===== src/design/svp_pkg.sv =====
package svp_pkg;

    localparam int SECTOR_SPAN     = 10923;
    localparam int NUM_SECTORS     = 6;
    localparam int NSTAGE          = 7;

    localparam logic [15:0] PERIOD_RESET    = 16'd1499;
    localparam logic [14:0] MOD_INDEX_RESET = 15'd3000;
    localparam logic [14:0] MOD_INDEX_CAP   = 15'd28377;

    localparam int QSINE_DEPTH = 16385;
    localparam int QSINE_AW    = $clog2(QSINE_DEPTH);
    localparam int QSINE_QTR   = 16384;

    localparam logic [63:0] TWO_PI_Q60_HI = 64'h0000_6487_ED51_10B4;
    localparam logic [63:0] TWO_PI_Q60_LO = 64'h0000_0000_0000_611A;

    typedef enum logic [1:0] {
        REG_PERIOD    = 2'd0,
        REG_MOD_INDEX = 2'd1
    } cfg_reg_t;

    function automatic logic [63:0] mul_q60(input logic [63:0] a, input logic [63:0] b);
        logic [127:0] prod;
        prod = {64'd0, a} * {64'd0, b};
        return prod[123:60];
    endfunction

    function automatic logic [63:0] taylor_div(input logic [63:0] t, input int k);
        logic [63:0] res;
        case (k)
            1:       res = t / 64'd6;
            2:       res = t / 64'd20;
            3:       res = t / 64'd42;
            4:       res = t / 64'd72;
            5:       res = t / 64'd110;
            6:       res = t / 64'd156;
            7:       res = t / 64'd210;
            8:       res = t / 64'd272;
            9:       res = t / 64'd342;
            10:      res = t / 64'd420;
            11:      res = t / 64'd506;
            default: res = t / 64'd600;
        endcase
        return res;
    endfunction

    function automatic logic [14:0] quarter_sine(input logic [QSINE_AW-1:0] r);
        logic [63:0] rr;
        logic [63:0] x;
        logic [63:0] x2;
        logic [63:0] term;
        logic [63:0] sum;
        logic [63:0] scaled;
        rr   = 64'(r);
        x    = rr * TWO_PI_Q60_HI + ((rr * TWO_PI_Q60_LO) >> 16);
        x2   = mul_q60(x, x);
        term = x;
        sum  = x;
        for (int k = 1; k <= 12; k++)
        begin
            term = taylor_div(mul_q60(term, x2), k);
            if ((k & 1) != 0)
                sum = sum - term;
            else
                sum = sum + term;
        end
        scaled = (((sum >> 20) * 64'd32767) + (64'd1 << 39)) >> 40;
        return scaled[14:0];
    endfunction

endpackage


===== src/design/svp_vector_time.sv =====
module svp_vector_time (
    input  logic        clk,
    input  logic [1:0]  en,
    input  logic [15:0] period,
    input  logic [14:0] mod_index,
    input  logic [2:0]  sector_in,
    input  logic [14:0] mag1,
    input  logic        neg1,
    input  logic [14:0] mag2,
    input  logic        neg2,
    output logic [2:0]  sector,
    output logic [15:0] t1,
    output logic [15:0] t2
);
    import svp_pkg::*;

    logic signed [15:0] s1;
    logic signed [15:0] s2;
    logic signed [31:0] p1;
    logic signed [31:0] p2;
    logic signed [15:0] q1_reg;
    logic signed [15:0] q2_reg;
    logic [2:0]         sec4_reg;
    logic signed [32:0] pt1;
    logic signed [32:0] pt2;
    logic signed [32:0] adj1;
    logic signed [32:0] adj2;
    logic [15:0]        t1_reg;
    logic [15:0]        t2_reg;
    logic [2:0]         sec5_reg;

    always_comb
    begin
        s1 = neg1 ? 16'sd0 - signed'({1'b0, mag1}) : signed'({1'b0, mag1});
        s2 = neg2 ? 16'sd0 - signed'({1'b0, mag2}) : signed'({1'b0, mag2});
        p1 = s1 * signed'({1'b0, mod_index});
        p2 = s2 * signed'({1'b0, mod_index});
    end

    always_ff @(posedge clk)
    begin
        if (en[0])
        begin
            q1_reg   <= p1[30:15];
            q2_reg   <= p2[30:15];
            sec4_reg <= sector_in;
        end
    end

    // truncate toward zero: bias negatives before the shift
    always_comb
    begin
        pt1  = q1_reg * signed'({1'b0, period});
        pt2  = q2_reg * signed'({1'b0, period});
        adj1 = pt1[32] ? pt1 + 33'sd32767 : pt1;
        adj2 = pt2[32] ? pt2 + 33'sd32767 : pt2;
    end

    always_ff @(posedge clk)
    begin
        if (en[1])
        begin
            t1_reg   <= adj1[30:15];
            t2_reg   <= adj2[30:15];
            sec5_reg <= sec4_reg;
        end
    end

    assign sector = sec5_reg;
    assign t1     = t1_reg;
    assign t2     = t2_reg;

endmodule


===== config.mk =====
export PLATFORM = sky130hd
export DESIGN_NAME = svp_vector_time
export DESIGN_NICKNAME = d
export VERILOG_FILES = /design/src/design/svp_pkg.sv /design/src/design/svp_vector_time.sv
export SDC_FILE = /design/constraint.sdc
export NUM_CORES = 2
export LEC_CHECK = 0
export BUFFER_PORTS_ARGS = -buffer_cell sky130_fd_sc_hd__buf_2
export CAP_MARGIN = 20
export CORE_MARGIN = 4
export CORE_UTILIZATION = 50
export DETAILED_ROUTE_END_ITERATION = 7
export PLACE_DENSITY_LB_ADDON = 0.12
export SLEW_MARGIN = 20
export SYNTH_ARGS = -nofsm -noshare
export SYNTH_HDL_FRONTEND = slang
export SYNTH_SLANG_ARGS = --single-unit

===== constraint.sdc =====
create_clock -name clk -period 8.5 [get_ports clk]
set_input_delay 0.425 -clock clk [delete_from_list [all_inputs] [get_ports clk]]
set_output_delay 0.425 -clock clk [all_outputs]
set_load 0.02 [all_outputs]

; After elaboration in Yosys (flattened, before gate mapping)
; Cells that the tools add are included.
; W data, S select, Z words.
[op_classes]
addsub = 4
multipliers = 4
mux = 4
[op_table]
columns = cell, n
row1 = $mul A16 B17 Y33, 2
row2 = $add A31 B16 Y31 const B, 2
row3 = $mul A16 B16 Y31, 2
row4 = $mux W31, 2
row5 = $mux W16, 2
row6 = $sub A1 B15 Y16 const A, 2
[totals]
regBits = 70
inputBits = 69
out_inout_bits = 35
word_cells = 18

; Logic depth before layout (Yosys ltp)
[logic_depth]
depth_word = 3
mapped_depth = 33
mapped_depth_nobuf = 31

; Worst setup path after synthesis
; No wires, ideal clock.
[synth_path]
path_type = input to register
startpoint = input port mag2[6]
endpoint = register q2_reg[8] (data pin)
setup_time_ns = 0.258
arrival_ns = 7.601
required_ns = 8.242
setup_slack_ns = 0.641
path_stages = 26
path_buffers = 1
cell_sequence = or4_1 > or3_1 > or4_1 > o31ai_1 > xnor2_1 > clkbuf_1 > nand2_1 > fa_1 > inv_1 > fa_1 > fa_1 > fa_1 > inv_1 > fa_1 > inv_1 > fa_1 > ha_1 > a21oi_1 > o21ai_0 > o21ai_0 > a21oi_1 > or2_2 > and2_1 > or2_2 > a21oi_1 > xnor2_1
[synth_between]
elab_chain_len = 3
[synth_rtl]
columns = item, line_no
row1 = from (decl), svp_vector_time.sv:9  ; input logic [14:0] mag2,
row2 = $sub A1 B15 Y16, svp_vector_time.sv:35  ; s2 = neg2 ? 16'sd0 - signed'({1'b0, mag2}) : signed'({1'b0, mag2});
row3 = $mux W16 (*), svp_vector_time.sv:35
row4 = $mul A16 B16 Y31 (*), svp_vector_time.sv:37  ; p2 = s2 * signed'({1'b0, mod_index});
row5 = via p2[23], svp_vector_time.sv:20  ; logic signed [31:0] p2;
row6 = to (signal assigned), svp_vector_time.sv:45  ; q2_reg <= p2[30:15];
row7 = to (decl), svp_vector_time.sv:22  ; logic signed [15:0] q2_reg;
; The timed path passes the listed nets; every way through them passes the cells marked *.
; A chain may end at the register's enable or synchronous reset.

; Final worst setup path
[layout_path]
startpoint = input port mag2[4]
endpoint = register q2_reg[15] (data pin)
; The elaborated chain is that of the path after synthesis.

==> impl_metrics.json <==
{
  "synth.net_count": 5657,
  "cts-root-buf": "clkbuf_16",
  "syn_to_final_growth_pct": 5.136,
  "design_area_um2": 40850,
  "grt.busiest_layer": "met2",
  "synth-async-reset-ratio": 0,
  "die_w_um": 286.8,
  "numPortBuffers": 103,
  "setup.worst_path.class": "in2reg",
  "relSlewSlack": 0.2686,
  "drive_gt1_frac": 0.04866,
  "cts_buffer_depth": 2,
  "ys_seq_area_frac": 0.05409,
  "die-height_um": 286.8,
  "cp-startpoint": "mag2[4]",
  "ant_nets": 0,
  "grt_overflow": 0,
  "drcViolationCount": 0,
  "track_usage": 0.2318,
  "synth-edff-count": 70,
  "dp_hpwl_mm": 74.70,
  "cp_slowest_cell": "fa_1",
  "clock_latency_ps": 370,
  "viasPerCell": 5.090,
  "synthFlopType": "edfxtp_1",
  "grt_max_degree": 36,
  "crit_fanout": 5,
  "vias": 27320,
  "crit_required_ps": 8610,
  "rows": 101,
  "post_cts_resized": 0,
  "synthCells": 4322,
  "layout_commonest_cell": "inv_1",
  "cts_sinks": 70,
  "fin_setup_tns_ps": 0,
  "fmax_ghz": 0.1253,
  "worstReg2RegStart": "q1_reg[1]",
  "min_from": "sector_in[2]",
  "skew_ps": 6.944,
  "dieArea_um2": 82240,
  "grt_pass1_wl_mm": 154.1,
  "ctsHoldBuffers": 0,
  "synth_area_um2": 38860,
  "clkSlewWorstSetupHoldPaths_ps": 60,
  "grt_pass1_vias": 29730,
  "ios": 104,
  "final_cells": 5367,
  "nNetsFinal": 5666,
  "synth.avg_cell_area_um2": 8.991,
  "maxSlewViolCount": 0,
  "start_util": 0.5083,
  "hold_viol_final": 0,
  "min_period_ps": 7978,
  "drt-initial-drc-count": 1278,
  "first_pass_iters": 5,
  "drt-total-wl_mm": 90.21,
  "use_met3": 0.01657,
  "cts_tree": "yes",
  "layout_common_cells": "inv_1 (1128), fa_1 (868), nand2_1 (595)",
  "place_congestion": 0.8493,
  "rsz0062_at_grt": "false",
  "grt_antenna_before_repair": 4,
  "gr-usage-met1": 0.3159,
  "yosys_warnings": 0,
  "cts_made_buffers": 9,
  "setup_viol": 0,
  "cpPeakStageDelay_ps": 570,
  "ys_ff_latch": 70,
  "fillers": 7247,
  "worstMarginPinSlew_ps": 1089,
  "post_cts_buffers": 0,
  "wl_per_cell_um": 16.81,
  "max_cap_violations": 0,
  "core_area_um2": 76450,
  "start_kind": "input port",
  "yosysUniqueCellTypes": 75,
  "crit_top_cell": "fa_1",
  "met2_usage": 0.4129,
  "dp_cells": 5350,
  "hold_path.class": "in2reg",
  "cp-end-kind": "register",
  "htreeDepth": 3,
  "finalCritPeriodShare": 0.9386,
  "final_util": 0.5344,
  "postPlaceCellArea_um2": 40550,
  "worst-endpoint-arrival_ps": 8090,
  "status": "finished, final reports clean"
}
-- cell usage after synthesis, types with 6 or more instances --
cell | instances | area share
a21oi_1 | 67 | 0.0086
nand2b_1 | 31 | 0.0050
ha_1 | 398 | 0.13
nor3_1 | 24 | 0.0031
and2_1 | 424 | 0.068
clkbuf_1 | 170 | 0.016
nand2_1 | 595 | 0.057
nor2_1 | 85 | 0.0082
o21ai_0 | 32 | 0.0041
nand4_1 | 17 | 0.0027
or3_1 | 8 | 0.0013
o21bai_1 | 7 | 0.0014
o31ai_1 | 14 | 0.0027
xor2_1 | 45 | 0.010
nor2b_1 | 21 | 0.0034
a211oi_1 | 9 | 0.0017
edfxtp_1 | 70 | 0.054
o2111ai_1 | 8 | 0.0018
a21o_1 | 45 | 0.0087
nand3_1 | 24 | 0.0031
o21a_1 | 19 | 0.0037
xnor2_1 | 106 | 0.024
fa_1 | 868 | 0.45
a31oi_1 | 6 | 0.00097
inv_1 | 1128 | 0.11
-- metrics by stage --
step,hold WS (ps),worst slack (ps)
2_1_floorplan,400.3,640.6
3_3_place_gp,400.8,209.9
3_5_place_dp,404.5,132.7
4_1_cts,213.6,520.6
5_1_grt,214.9,26.46
6_report,230.4,522.3
-- worst max-delay path: cells and delay by family --
| family | cells | cell delay [ps] |
|---|---|---|
| AND/OR/NAND/NOR | 7 | 1880 |
| AO/OA/AOI/OAI | 7 | 1780 |
| buffers and inverters | 4 | 270 |
| XOR/XNOR | 2 | 390 |
| adder cells (fa/ha/maj) | 7 | 3330 |
-- layout make-up --
class	instances	area, um2	share of cell area
flip-flops and latches	70	2102	0.05145
clock buffers	9	225.2	0.005513
diodes	1	2.502	0.00006125
multi-input cells	2950	31880	0.7804
repair buffers	170	1031	0.02524
inverters	1130	4242	0.1038
clock inverters	7	78.83	0.001929
well taps	1030	1289	0.03154
-- layer usage --
layer	routed length [um]	up-vias
met5	7	-
met4	1400	2
met3	3295	75
met2	45350	483
met1	40160	14010
li1	-	12750
-- kinds of logic after synthesis --
family,Yosys count,share of synthesized area
buffers and inverters,1302,0.1260
and+or+nand+nor,1267,0.1615
adders and majority gates,1266,0.5753
AOI/OAI and AO/OA,262,0.04794
xor gates and xnor gates,151,0.03403
DFF,70,0.05409
muxes,4,0.001095
-- worst paths after layout --
kind / slack [ps] / cells after the start / end
worst max-delay path: 520 / 27 / q2_reg[15]
worst min-delay path: 230 / 1 / sec4_reg[2]
worst max register to register: 1010 / 21 / t1[15]
worst min register to register: 420 / 0 / sector[1]
Power is not shown: default switching activity piles up to over one toggle a cycle in this logic, so the estimate is an artifact.
