### src/design/svp_pkg.sv
package svp_pkg;

    localparam int SECTOR_SPAN     = 10923;
    localparam int NUM_SECTORS     = 6;
    localparam int NSTAGE          = 7;

    localparam logic [15:0] PERIOD_RESET    = 16'd1499;
    localparam logic [14:0] MOD_INDEX_RESET = 15'd3000;
    localparam logic [14:0] MOD_INDEX_CAP   = 15'd28377;

    localparam int QSINE_DEPTH = 16385;
    localparam int QSINE_AW    = $clog2(QSINE_DEPTH);
    localparam int QSINE_QTR   = 16384;

    localparam logic [63:0] TWO_PI_Q60_HI = 64'h0000_6487_ED51_10B4;
    localparam logic [63:0] TWO_PI_Q60_LO = 64'h0000_0000_0000_611A;

    typedef enum logic [1:0] {
        REG_PERIOD    = 2'd0,
        REG_MOD_INDEX = 2'd1
    } cfg_reg_t;

    function automatic logic [63:0] mul_q60(input logic [63:0] a, input logic [63:0] b);
        logic [127:0] prod;
        prod = {64'd0, a} * {64'd0, b};
        return prod[123:60];
    endfunction

    function automatic logic [63:0] taylor_div(input logic [63:0] t, input int k);
        logic [63:0] res;
        case (k)
            1:       res = t / 64'd6;
            2:       res = t / 64'd20;
            3:       res = t / 64'd42;
            4:       res = t / 64'd72;
            5:       res = t / 64'd110;
            6:       res = t / 64'd156;
            7:       res = t / 64'd210;
            8:       res = t / 64'd272;
            9:       res = t / 64'd342;
            10:      res = t / 64'd420;
            11:      res = t / 64'd506;
            default: res = t / 64'd600;
        endcase
        return res;
    endfunction

    function automatic logic [14:0] quarter_sine(input logic [QSINE_AW-1:0] r);
        logic [63:0] rr;
        logic [63:0] x;
        logic [63:0] x2;
        logic [63:0] term;
        logic [63:0] sum;
        logic [63:0] scaled;
        rr   = 64'(r);
        x    = rr * TWO_PI_Q60_HI + ((rr * TWO_PI_Q60_LO) >> 16);
        x2   = mul_q60(x, x);
        term = x;
        sum  = x;
        for (int k = 1; k <= 12; k++)
        begin
            term = taylor_div(mul_q60(term, x2), k);
            if ((k & 1) != 0)
                sum = sum - term;
            else
                sum = sum + term;
        end
        scaled = (((sum >> 20) * 64'd32767) + (64'd1 << 39)) >> 40;
        return scaled[14:0];
    endfunction

endpackage

### src/design/svp_sector.sv
module svp_sector (
    input  logic                          clk,
    input  logic [1:0]                    en,
    input  logic [15:0]                   angle,
    output logic [2:0]                    sector,
    output logic [svp_pkg::QSINE_AW-1:0]  addr1,
    output logic                          neg1,
    output logic [svp_pkg::QSINE_AW-1:0]  addr2,
    output logic                          neg2
);
    import svp_pkg::*;

    localparam logic [16:0] SPAN17 = 17'(SECTOR_SPAN);

    logic [2:0]  sec_next;
    logic [15:0] offset;
    logic [15:0] th_next;
    logic [15:0] comp_next;
    logic [2:0]  sec1_reg;
    logic [15:0] th_reg;
    logic [15:0] comp_reg;
    logic [2:0]  sec2_reg;
    logic [QSINE_AW-1:0] addr1_reg;
    logic [QSINE_AW-1:0] addr2_reg;
    logic        neg1_reg;
    logic        neg2_reg;
    logic [QSINE_AW-1:0] addr1_next;
    logic [QSINE_AW-1:0] addr2_next;

    always_comb
    begin
        sec_next = 3'd0;
        offset   = 16'd0;
        for (int k = 1; k < NUM_SECTORS; k++)
        begin
            if ({1'b0, angle} >= 17'(SPAN17 * 17'(k)))
            begin
                sec_next = 3'(k);
                offset   = 16'(SPAN17 * 17'(k));
            end
        end
        th_next   = angle - offset;
        comp_next = SPAN17[15:0] - th_next;
    end

    always_ff @(posedge clk)
    begin
        if (en[0])
        begin
            sec1_reg <= sec_next;
            th_reg   <= th_next;
            comp_reg <= comp_next;
        end
    end

    always_comb
    begin
        addr1_next = comp_reg[14] ? QSINE_AW'(QSINE_QTR - int'(comp_reg[13:0]))
                                  : {1'b0, comp_reg[13:0]};
        addr2_next = th_reg[14]   ? QSINE_AW'(QSINE_QTR - int'(th_reg[13:0]))
                                  : {1'b0, th_reg[13:0]};
    end

    always_ff @(posedge clk)
    begin
        if (en[1])
        begin
            sec2_reg  <= sec1_reg;
            addr1_reg <= addr1_next;
            addr2_reg <= addr2_next;
            neg1_reg  <= comp_reg[15];
            neg2_reg  <= th_reg[15];
        end
    end

    assign sector = sec2_reg;
    assign addr1  = addr1_reg;
    assign neg1   = neg1_reg;
    assign addr2  = addr2_reg;
    assign neg2   = neg2_reg;

endmodule

### config.mk
export PLATFORM = sky130hd
export DESIGN_NAME = svp_sector
export DESIGN_NICKNAME = d
export VERILOG_FILES = /design/src/design/svp_pkg.sv /design/src/design/svp_sector.sv
export SDC_FILE = /design/constraint.sdc
export NUM_CORES = 1
export LEC_CHECK = 0
export ABC_AREA = 1
export BUFFER_PORTS_ARGS = -buffer_cell sky130_fd_sc_hd__buf_2
export CORE_ASPECT_RATIO = 1.5
export CORE_MARGIN = 3
export CORE_UTILIZATION = 59
export CTS_CLUSTER_DIAMETER = 50
export DETAILED_ROUTE_END_ITERATION = 12
export PLACE_DENSITY = 0.81
export SLEW_MARGIN = 20
export SYNTH_ARGS = -nofsm -noshare
export SYNTH_HDL_FRONTEND = slang
export SYNTH_SLANG_ARGS = --single-unit
### constraint.sdc
create_clock -name clk -period 4.01 [get_ports clk]
set_clock_uncertainty 0.1 [all_clocks]
set_input_delay 0.401 -clock clk [delete_from_list [all_inputs] [get_ports clk]]
set_output_delay 0.401 -clock clk [all_outputs]
set_load 0.05 [all_outputs]
Word-level counts from Yosys, hierarchy flattened
Index checks and enable logic that the tools add are counted.

operators by class
  $add $sub $neg = 4
  order comparisons = 5
  muxes and demuxes = 11
  reductions and logical operators = 1

operators by type and width
  cell                      count
  $mux W16                  4
  $ge A16 B16 Y1 const B    3
  $mux W14                  3
  $sub A15 B14 Y15 const A  2
  $ge A16 B14 Y1 const B    1
  $ge A16 B15 Y1 const B    1
  $sub A14 B16 Y16 const A  1
  $sub A16 B16 Y16          1
  $mux W3                   2
  $mux W1                   2
  $reduce_or A2 Y1          1

storage, ports and cells
  register bits after elaboration = 70
  input port bits = 19
  output and inout bits = 35
  word-level logic and storage cells = 32

Logic depth before layout (Yosys ltp)
  depth in word-level cells = 8
  gate-level depth with buffers = 28
  mapped depth without buffers = 28

Least setup slack after synthesis
OpenSTA, ideal clock, no wires.

  path kind = in2reg
  from = in angle[3]
  to = reg comp_reg[14], data pin
  setup time = 0.252 ns
  arrival time = 2.781 ns
  required time = 3.658 ns
  path slack = 0.877 ns
  stages on the path = 23
  path buffers = 0
  cell sequence = or2_2 nand4_1 o21ai_0 a21oi_1 inv_1 nand2_1 inv_1 nor2_1 ha_1 nand2_2 inv_2 a21oi_1 nand2_2 nand2_1 nand2_1 nand2_2 nand2_4 nand2_1 nand2_1 inv_1 nand2_1 nand2_1 nand2_1

between the ends
  longest elaborated chain between the ends = 8
  elaborated cells on any way between the ends = 12

RTL lines
  what                    line              text
  start: declaration      svp_sector.sv:4   input logic [15:0] angle,
  $ge A16 B14 Y1          svp_sector.sv:36  if ({1'b0, angle} >= 17'(SPAN17 * 17'(k)))
  $mux W14                svp_sector.sv:36
  $mux W16 (4 in a row)   svp_sector.sv:36
  $sub A16 B16 Y16 *      svp_sector.sv:42  th_next = angle - offset;
  $sub A14 B16 Y16 *      svp_sector.sv:43  comp_next = SPAN17[15:0] - th_next;
  net comp_next[14]       svp_sector.sv:18  logic [15:0] comp_next;
  end signal: assignment  svp_sector.sv:52  comp_reg <= comp_next;
  end: declaration        svp_sector.sv:21  logic [15:0] comp_reg;

The timed path passes the listed nets; every way through them passes the cells marked *.
A chain may end at the register's enable or synchronous reset.

Final worst setup path
  from = in angle[3]
  to = reg comp_reg[14], data pin

between the ends
  longest elaborated chain between the ends = 8
  elaborated cells on any way between the ends = 12

RTL lines
  what                   line              text
  $ge A16 B14 Y1         svp_sector.sv:36
  $mux W14               svp_sector.sv:36
  $mux W16 (4 in a row)  svp_sector.sv:36
  $sub A16 B16 Y16 *     svp_sector.sv:42
  net th_next[11]        svp_sector.sv:17  logic [15:0] th_next;
  $sub A14 B16 Y16 *     svp_sector.sv:43
  net comp_next[14]      svp_sector.sv:18

Marked as above.

==> summary.txt <==
Status = completed
Leading area contributor after synthesis = edfxtp_1
Die ar. = 8590 um^2
Std-Cell Rows = 38
WP data arrival = 3490 ps
#FFs+latches synth = 69
Area after DPL = 4800 um^2
Syn Inst Count = 508
Vias in the first global route = 3376
Clock latency on the worst-skew pair = 340 ps
Io pins = 54
Comb pwr share = 38.8%
First-pass GRT wire length = 14.5 mm
Grt ovf = 0
Slew headroom = 51.8%
M2 GR Usage = 41.3%
Root cell of the clock tree = clkbuf_8
Worst Path Max Fanout = 7
Fin. max-slew vios = 0
Slew of the pin with the lowest slew margin = 723 ps
Worst VDD drop = 0.000274 V
Die W = 76.7 um
Setup CP Type = primary input to flop
P per Cell Area = 560 nW/um^2
DRC Markers = 0
Setup ws final = 515 ps
Sequential share of the synthesized area = 46.9%
WL per Instance = 13.0 um
Total power = 2.81 mW
Setup TNS = 0 ps
P_leak = 2.35 nW
Cell Chain, Critical Path = buf_2 -> or2_2 -> nand4_1 -> o21ai_0 -> a21oi_1 -> inv_1 -> nand2_1 -> inv_1 -> nor2_1 -> ha_1 -> nand2_1 -> inv_1 -> a21oi_2 -> nand2_1 -> nand2_1 -> nand3_1 -> nand2_4 -> inv_2 -> nand2_1 -> nand2_1 -> inv_1 -> nand2_1 -> nand2_1 -> nand2_1
Drt initial violations = 104
Initial antenna violation count = 0
CTS Hold Bufs = 0
Most frequent cells in the layout = nand2_1 (119), inv_1 (76), edfxtp_1 (69)
Critical path's most frequent cell = nand2_1
Vias/cell = 5.21
Routed via count = 3515
Warnings, synthesis = 0
Total track usage = 21.5%
# setup viols final = 0
GPL Wtd Cong = 0.958
Largest register FFs = 16
CTS tree = done
Largest net degree at the start of global routing = 36
Crit path capture type = flop
Critical path's largest stage delay = 400 ps
Detailed Route WL = 8.77 mm
Min-delay src = sec1_reg[0]$_SDFFCE_PN1P_
Startpoint types = primary input
DP HPWL = 7.05 mm
Flop pwr share = 40.0%
Fmax = 286 MHz
Internal power = 1.70 mW
Share of the synthesized area in the top cell type = 46.9%
Post-route cell area = 5010 um^2
Worst R2R Start = th_reg[0]$_DFFE_PP_
Cell variety after synth = 29
Net switching power = 1.11 mW
Crit share post-route = 87.2%
Final hold vios = 0
Syn Area/Cell = 8.70 um^2
Min cycle time layout = 3500 ps
Mapped cell area = 4420 um^2
HP Class = flop to flop
Switching Share = 39.5%
GR Layer Usage met3 = 3.32%
RSZ-0062 raised after global routing = false
Post-cts gate resize count = 0
Post-route ant nets = 0
Most common cell after layout, fill and taps aside = nand2_1
Hold Slack = 327 ps
Max clock buf depth = 2
Die H = 112 um
Initial Utilization = 60.7%
Port Buffers = 53
Sink Count = 69
Share of power burned in the clock network = 21.2%
CP max-delay cell = ha_1
Core area = 7270 um^2
Final #Nets = 608
Synthesis-to-finish area growth = 13.4%
Placed insts = 659
Post-Layout Cell Count = 675
Post-CTS Setup Bufs = 0
Max-cap violation count = 0
GR Util met1 = 19.6%
Worst r2r path cells = 7
Share of cells above drive strength 1 = 22.6%
H-tree Lvls = 3
Layout Utilization = 68.9%
Crit path required time = 4010 ps
Place WS = 184 ps
Syn Nets = 546
Clock transition at path regs = 70 ps
Worst Setup SP = angle[3]
Worst Hold Depth = 0
Total CTS buffers = 9
Gr busiest metal = met2
Diodes inserted = 0
Synth area leaders = edfxtp_1 (47%), nand2_1 (10%), inv_1 (6.5%), ha_1 (5.1%), nand2_2 (4.5%)
Drt pass-1 iters = 5
power by group through the flow:
stage	combinational [mW]	sequential (mW)	clock, mW
after detailed placement	1.09	1.14	0
after global placement	1.06	1.13	0
final	1.09	1.12	0.596
after CTS	1.09	1.12	0.604
after floorplan	0.587	1.40	0
after global routing	1.19	1.15	0.637
cells in the mapped netlist, drive strengths merged:
cell type and number:
nand2 161, inv 82, edfxtp 69, nor2 45, nand3 28, xor2 22
a21oi 19, ha 18, o21ai 16, nor3 10, xnor2 10, nand4 8
nor4 7, nand3b 4, clkbuf 2, or2 2, a21boi 1, and2 1
buf 1, fa 1, o221ai 1
critical path: cells and delay by family:
kind / cells / cell delay, ps
simple gates: 14 / 1750
buf+inv: 6 / 470
compound gates: 3 / 470
fa+ha+maj: 1 / 400
logic make-up after synthesis:
kind of cell | Yosys count | share of synthesized area [%]
AOI/OAI and AO/OA | 37 | 4.67
xor gates and xnor gates | 32 | 6.34
adders and majority gates | 19 | 5.55
buffers and inverters | 85 | 7.39
DFF | 69 | 46.9
and+or+nand+nor | 266 | 29.2
metal layers:
metal / vias to the layer above / part of all wire [%]
li1: 1779 / -
met1: 1590 / 35
met5: - / 0
met4: 0 / 5.9
met2: 110 / 55
met3: 36 / 3.7
path summary, 6_finish.rpt:
check / slack (ps) / end
worst max-delay path: 510 / comp_reg[14]$_DFFE_PP_
worst min-delay path: 330 / sector[0]$_DFFE_PP_
worst max register to register: 1890 / addr2[12]$_DFFE_PP_
worst min register to register: 330 / sector[0]$_DFFE_PP_
layout make-up:
cell class,instances,area (um^2)
fill,598,2260
sequential,69,2070
multi-input combinational,354,2020
inverter,82,308
timing repair buffer,54,273
tap,100,125
clock buffer,9,124
clock inverter,7,90.1
Note: power is estimated with default switching activity, not from simulation.
