<file path="src/design/svp_pkg.sv">
package svp_pkg;

    localparam int SECTOR_SPAN     = 10923;
    localparam int NUM_SECTORS     = 6;
    localparam int NSTAGE          = 7;

    localparam logic [15:0] PERIOD_RESET    = 16'd1499;
    localparam logic [14:0] MOD_INDEX_RESET = 15'd3000;
    localparam logic [14:0] MOD_INDEX_CAP   = 15'd28377;

    localparam int QSINE_DEPTH = 16385;
    localparam int QSINE_AW    = $clog2(QSINE_DEPTH);
    localparam int QSINE_QTR   = 16384;

    localparam logic [63:0] TWO_PI_Q60_HI = 64'h0000_6487_ED51_10B4;
    localparam logic [63:0] TWO_PI_Q60_LO = 64'h0000_0000_0000_611A;

    typedef enum logic [1:0] {
        REG_PERIOD    = 2'd0,
        REG_MOD_INDEX = 2'd1
    } cfg_reg_t;

    function automatic logic [63:0] mul_q60(input logic [63:0] a, input logic [63:0] b);
        logic [127:0] prod;
        prod = {64'd0, a} * {64'd0, b};
        return prod[123:60];
    endfunction

    function automatic logic [63:0] taylor_div(input logic [63:0] t, input int k);
        logic [63:0] res;
        case (k)
            1:       res = t / 64'd6;
            2:       res = t / 64'd20;
            3:       res = t / 64'd42;
            4:       res = t / 64'd72;
            5:       res = t / 64'd110;
            6:       res = t / 64'd156;
            7:       res = t / 64'd210;
            8:       res = t / 64'd272;
            9:       res = t / 64'd342;
            10:      res = t / 64'd420;
            11:      res = t / 64'd506;
            default: res = t / 64'd600;
        endcase
        return res;
    endfunction

    function automatic logic [14:0] quarter_sine(input logic [QSINE_AW-1:0] r);
        logic [63:0] rr;
        logic [63:0] x;
        logic [63:0] x2;
        logic [63:0] term;
        logic [63:0] sum;
        logic [63:0] scaled;
        rr   = 64'(r);
        x    = rr * TWO_PI_Q60_HI + ((rr * TWO_PI_Q60_LO) >> 16);
        x2   = mul_q60(x, x);
        term = x;
        sum  = x;
        for (int k = 1; k <= 12; k++)
        begin
            term = taylor_div(mul_q60(term, x2), k);
            if ((k & 1) != 0)
                sum = sum - term;
            else
                sum = sum + term;
        end
        scaled = (((sum >> 20) * 64'd32767) + (64'd1 << 39)) >> 40;
        return scaled[14:0];
    endfunction

endpackage

</file>
<file path="src/design/svp_interval.sv">
module svp_interval (
    input  logic        clk,
    input  logic [1:0]  en,
    input  logic [15:0] period,
    input  logic [2:0]  sector_in,
    input  logic [15:0] t1,
    input  logic [15:0] t2,
    output logic [2:0]  sector,
    output logic [15:0] phase_u_compare,
    output logic [15:0] phase_v_compare,
    output logic [15:0] phase_w_compare
);
    import svp_pkg::*;

    logic [15:0] zero;
    logic [15:0] first_reg;
    logic [15:0] tsel_reg;
    logic [2:0]  sec6_reg;
    logic [15:0] second;
    logic [15:0] third;
    logic [15:0] u_next;
    logic [15:0] v_next;
    logic [15:0] w_next;
    logic [15:0] u_reg;
    logic [15:0] v_reg;
    logic [15:0] w_reg;
    logic [2:0]  sec7_reg;

    assign zero = period - t1 - t2;

    always_ff @(posedge clk)
    begin
        if (en[0])
        begin
            first_reg <= {1'b0, zero[15:1]};
            tsel_reg  <= sector_in[0] ? t1 : t2;
            sec6_reg  <= sector_in;
        end
    end

    always_comb
    begin
        second = period - first_reg - tsel_reg;
        third  = period - first_reg;
        case (sec6_reg)
            3'd0:
            begin
                u_next = first_reg; v_next = second;    w_next = third;
            end
            3'd1:
            begin
                u_next = second;    v_next = first_reg; w_next = third;
            end
            3'd2:
            begin
                u_next = third;     v_next = first_reg; w_next = second;
            end
            3'd3:
            begin
                u_next = third;     v_next = second;    w_next = first_reg;
            end
            3'd4:
            begin
                u_next = second;    v_next = third;     w_next = first_reg;
            end
            default:
            begin
                u_next = first_reg; v_next = third;     w_next = second;
            end
        endcase
    end

    always_ff @(posedge clk)
    begin
        if (en[1])
        begin
            u_reg    <= u_next;
            v_reg    <= v_next;
            w_reg    <= w_next;
            sec7_reg <= sec6_reg;
        end
    end

    assign sector          = sec7_reg;
    assign phase_u_compare = u_reg;
    assign phase_v_compare = v_reg;
    assign phase_w_compare = w_reg;

endmodule

</file>
<file path="config.mk">
export PLATFORM = sky130hd
export DESIGN_NAME = svp_interval
export DESIGN_NICKNAME = d
export VERILOG_FILES = /design/src/design/svp_pkg.sv /design/src/design/svp_interval.sv
export SDC_FILE = /design/constraint.sdc
export NUM_CORES = 1
export LEC_CHECK = 0
export BUFFER_PORTS_ARGS = -buffer_cell sky130_fd_sc_hd__buf_4
export CORE_UTILIZATION = 52
export DETAILED_ROUTE_END_ITERATION = 8
export PLACE_DENSITY = 0.77
export SETUP_SLACK_MARGIN = 0.05
export SYNTH_ARGS = -nofsm -noshare
export SYNTH_HDL_FRONTEND = slang
export SYNTH_SLANG_ARGS = --single-unit
</file>
<file path="constraint.sdc">
create_clock -name clk -period 4.09 [get_ports clk]
set_clock_uncertainty 0.05 [all_clocks]
set_input_delay 0 -clock clk [delete_from_list [all_inputs] [get_ports clk]]
set_output_delay 0 -clock clk [all_outputs]
set_load 0.05 [all_outputs]
</file>
### Word level (Yosys, flattened, before mapping)

Index checks and enable logic that the tools add are counted.

* muxes and demuxes: 4
* reductions and logical operators: 7
* eq/ne operators: 4
* $add $sub $neg: 4

Operators by type and width (count)
* $pmux W16 S2: 3
* $sub A16 B16 Y16: 3
* $mux W16: 1
* $sub A16 B15 Y16: 1
* $reduce_or A2 Y1: 6
* $eq A3 B2 Y1 const B: 2
* $eq A3 B1 Y1 const B: 1
* $eq A3 B3 Y1 const B: 1
* $logic_not A3 Y1: 1

* input bits: 54
* flip-flop bits (word level): 85

### Longest topological paths before layout

* depth after elaboration: 3
* mapped depth: 19
* depth with buffers taken out: 19

### Worst setup path before layout

OpenSTA, ideal clock, no wires.

* kind: reg-to-reg
* start point: reg first_reg[1]
* end point: reg v_reg[14] (netlist: phase_v_compare[14]), data pin
* required time: 3766 ps
* stages on the path, launching flop included: 18
* path buffers: 0
* clock period less this slack: 3970 ps
* arrival: 3646 ps
* slack: 120 ps
* path through: edfxtp_1 -> inv_1 -> ha_1 -> nor2b_1 -> o31a_1 -> o32ai_4 -> o21bai_1 -> o31ai_2 -> xor2_1 -> inv_1 -> ha_1 -> o211a_1 -> o21ai_0 -> nor3_1 -> a211oi_1 -> o311a_1 -> o21ai_0 -> a21boi_0

* word-level cells in the longest chain between the ends: 3

RTL lines
* from (decl): line svp_interval.sv:16 `logic [15:0] first_reg;`
* from (signal assigned): line svp_interval.sv:35 `first_reg <= {1'b0, zero[15:1]};`
* $sub A16 B15 Y16 *: line svp_interval.sv:43, svp_interval.sv:44
* $sub A16 B16 Y16: line svp_interval.sv:43 `second = period - first_reg - tsel_reg;`
* $pmux W16 S2 *: line svp_interval.sv:45 `case (sec6_reg)`
* net v_next[14]: line svp_interval.sv:22 `logic [15:0] v_next;`
* to (signal assigned): line svp_interval.sv:78 `v_reg <= v_next;`
* to (decl): line svp_interval.sv:25 `logic [15:0] v_reg;`

The timed path passes the listed nets; every way through them passes the cells marked *.
A chain may end at the register's enable or synchronous reset.

### Final worst setup path

* start point: reg first_reg[0]
* end point: reg u_reg[13] (netlist: phase_u_compare[13]), data pin

* word-level cells in the longest chain between the ends: 3

RTL lines
* $sub A16 B15 Y16 *: line svp_interval.sv:43, svp_interval.sv:44
* $sub A16 B16 Y16: line svp_interval.sv:43
* $pmux W16 S2 *: line svp_interval.sv:45
* net u_next[13]: line svp_interval.sv:21 `logic [15:0] u_next;`
* to (signal assigned): line svp_interval.sv:77 `u_reg <= u_next;`
* to (decl): line svp_interval.sv:24 `logic [15:0] u_reg;`

Marked as above.

==> results_dict.tcl <==
set metrics [dict create \
    fp.dieW_um 112.9 \
    worstSetupEndpointType "flop" \
    final_core_util 0.6963 \
    cts_root_buf "clkbuf_16" \
    first_iter_violations 434 \
    netlist_instances 661 \
    diodes 0 \
    cts_tree "yes" \
    wirelength_mm 16.71 \
    setup-violations-final 0 \
    synthFlopType "edfxtp_1" \
    layout_min_cycle_time_ps 3992 \
    final_nets 943 \
    clk_pin_slew_ps 60 \
    coreArea_mm2 0.01201 \
    leakage_nw 3.735 \
    fin_setup_tns_ps 0 \
    first_pass_iters 5 \
    synth.distinct_cells 60 \
    syn2layout_area_growth_pct 30.67 \
    max-slew-margin-rel 0.1908 \
    peakVddDrop_mv 0.2605 \
    rows 40 \
    antenna_found_initial 0 \
    wire_per_inst_um 17.07 \
    vias 5679 \
    clock-sinks 85 \
    rsz0062_at_grt "yes" \
    crit_path_max_incr_delay_ps 410 \
    dpl.hpwl_mm 12.62 \
    crit_fanout 4 \
    ys_ff_latch 85 \
    drv_cap 0 \
    cp_top_family "compound AO/OA/AOI/OAI gates" \
    synthTopCellsByArea "edfxtp_1 (40%), ha_1 (8.8%), fa_1 (5.3%), inv_1 (4.8%), nand2_1 (3.6%)" \
    yosys_warnings 0 \
    power.density_mw_per_mm2 772.8 \
    grt.overflow.total 0 \
    cp-start-kind "flop" \
    fp.dieH_um 112.9 \
    yosysSeqAreaShare 0.3988 \
    cts_buffers 9 \
    gp_congestion 0.8513 \
    crit_buf_inv 2 \
    synth_top_area_frac 0.3988 \
    synth-edff-count 85 \
    ios 105 \
    status "finished, violations left" \
    cp_slowest_cell "edfxtp_1" \
    yosysTopAreaCell "edfxtp_1" \
    timing.final.crit_share 0.9760 \
    crit_arrival_ps 4030 \
    path_cells "ha_4, inv_2, fa_2, a211oi_4, o21bai_1, a21oi_1, xor2_1, inv_1, ha_4, o21a_1, o2111a_1, a21bo_4, nand2_4, mux2i_4, a211oi_2, a221o_1" \
    synth.top_cells.by_count "edfxtp_1 (85), inv_1 (82), nand2_1 (62)" \
    syn_avg_cell_area_um2 9.682 \
    io_buffer_count 104 \
    drtAntennaViolNets 0 \
    grt_pass1_vias 5321 \
    floorplan.initialDensity 0.5328 \
    cts.htree.levels 3 \
    violations "negative hold slack" \
    grt_util_all_layers 0.2612 \
    tightest_slew_ps 1213 \
    synth_nets 777 \
    clk_latency_ps 340 \
    cpMostUsedCell "ha_4" \
    hold_violations 1 \
    slew_viol_final 0 \
    synthesis.area_mm2 0.006400 \
    die_area_mm2 0.01276 \
    post_drt_via_cell_ratio 5.801 \
    synth.most_common_cell "edfxtp_1" \
    clk_path_buf_depth 2 \
    fmax_mhz 250.5 \
    power_w 0.006463 \
    grt_pass1_wl_mm 25.81 \
    path_class "reg -> reg" \
    grt_max_degree 52 \
    drc 0 \
    drive_above_1_share 0.2500 \
    hold_path.class "in -> reg" \
    cp.required_ps 4130 \
    hold_ws_ps -0.2290 \
    synthArstFlopShare 0 \
]
what timing repair did:
action	CTS	global route
endpoints found under the setup margin	9	16
gates cloned	0	0
buffers inserted	0	9
gates resized for setup	3	40
hold buffers	24	0
pin swaps	0	27
hold endpoints to repair	18	0
path summary, 6_finish.rpt:
kind                                   start  slack, ps  cells past startpoint             endpoint
worst max-delay path            first_reg[0]        100                     16  phase_u_compare[13]
worst min-delay path                   t2[8]       -0.2                      3          tsel_reg[8]
worst max register to register  first_reg[0]        100                     16  phase_u_compare[13]
worst min register to register  first_reg[2]        650                      3   phase_u_compare[2]
metrics by stage:
stage,cell area (um^2),instances,worst slack [ps]
2_1_floorplan,6400,661,119.9
4_1_cts,8102,970,74.05
5_1_grt,8363,979,-13.59
6_report,8363,979,98.03
3_3_place_gp,7586,930,187.4
3_5_place_dp,7586,930,-63.79
power breakdown:
part	total [W]	internal [W]	switching [W]	leakage, nW
Combinational	0.00428	0.00179	0.00249	2.77
Clock	0.000742	0.000413	0.000330	0.127
Sequential	0.00144	0.00132	0.000123	0.833
worst reg2reg max path: stages, from the launching register on:
cell and delay (ps):
edfxtp_1 410, ha_4 170, inv_2 40, fa_2 400, a211oi_4 320, o21bai_1 90
a21oi_1 160, xor2_1 260, inv_1 130, ha_4 290, o21a_1 130, o2111a_1 250
a21bo_4 270, nand2_4 90, mux2i_4 250, a211oi_2 70, a221o_1 360
cells by family after synthesis:
logic type,Yosys count,synth area share
compound gates,197,0.2098
mux,11,0.01799
buf+inv,103,0.06041
xor+xnor,38,0.05200
flops,85,0.3988
simple gates,165,0.1198
fa+ha+maj,62,0.1412
cells in the final DEF (no fill, tap or decap), types with 4 or more instances in the layout:
cell type / instances
buf_4: 149
edfxtp_1: 85
inv_1: 80
nand2_1: 60
nor2_1: 46
a21oi_1: 44
ha_1: 42
o21ai_0: 39
dlygate4sd3_1: 24
a21o_1: 20
xnor2_1: 18
xor2_1: 17
fa_1: 16
o21a_1: 10
nand2b_1: 9
nor3_1: 9
a211oi_1: 9
clkbuf_16: 9
nand3_1: 8
nor2b_1: 7
a22oi_1: 7
o221ai_1: 7
mux2i_1: 6
a31oi_1: 5
mux2_2: 4
o22ai_1: 4
cell type report:
cell class / instances / area (um^2)
Multi-Input combinational cell: 473 / 3656
Fill cell: 891 / 3649
Sequential cell: 85 / 2552
Timing Repair Buffer: 176 / 1393
Inverter: 82 / 307.8
Clock buffer: 11 / 232.7
Tap cell: 147 / 183.9
Clock inverter: 5 / 37.54
layer usage:
metal	track usage	up-vias	part of all wire
met5	0	-	0
met4	0.08596	0	0.019
met3	0.04339	34	0.071
met2	0.4465	274	0.48
met1	0.3393	2657	0.43
li1	-	2714	-
No activity file was read; power rests on OpenSTA's default activity.
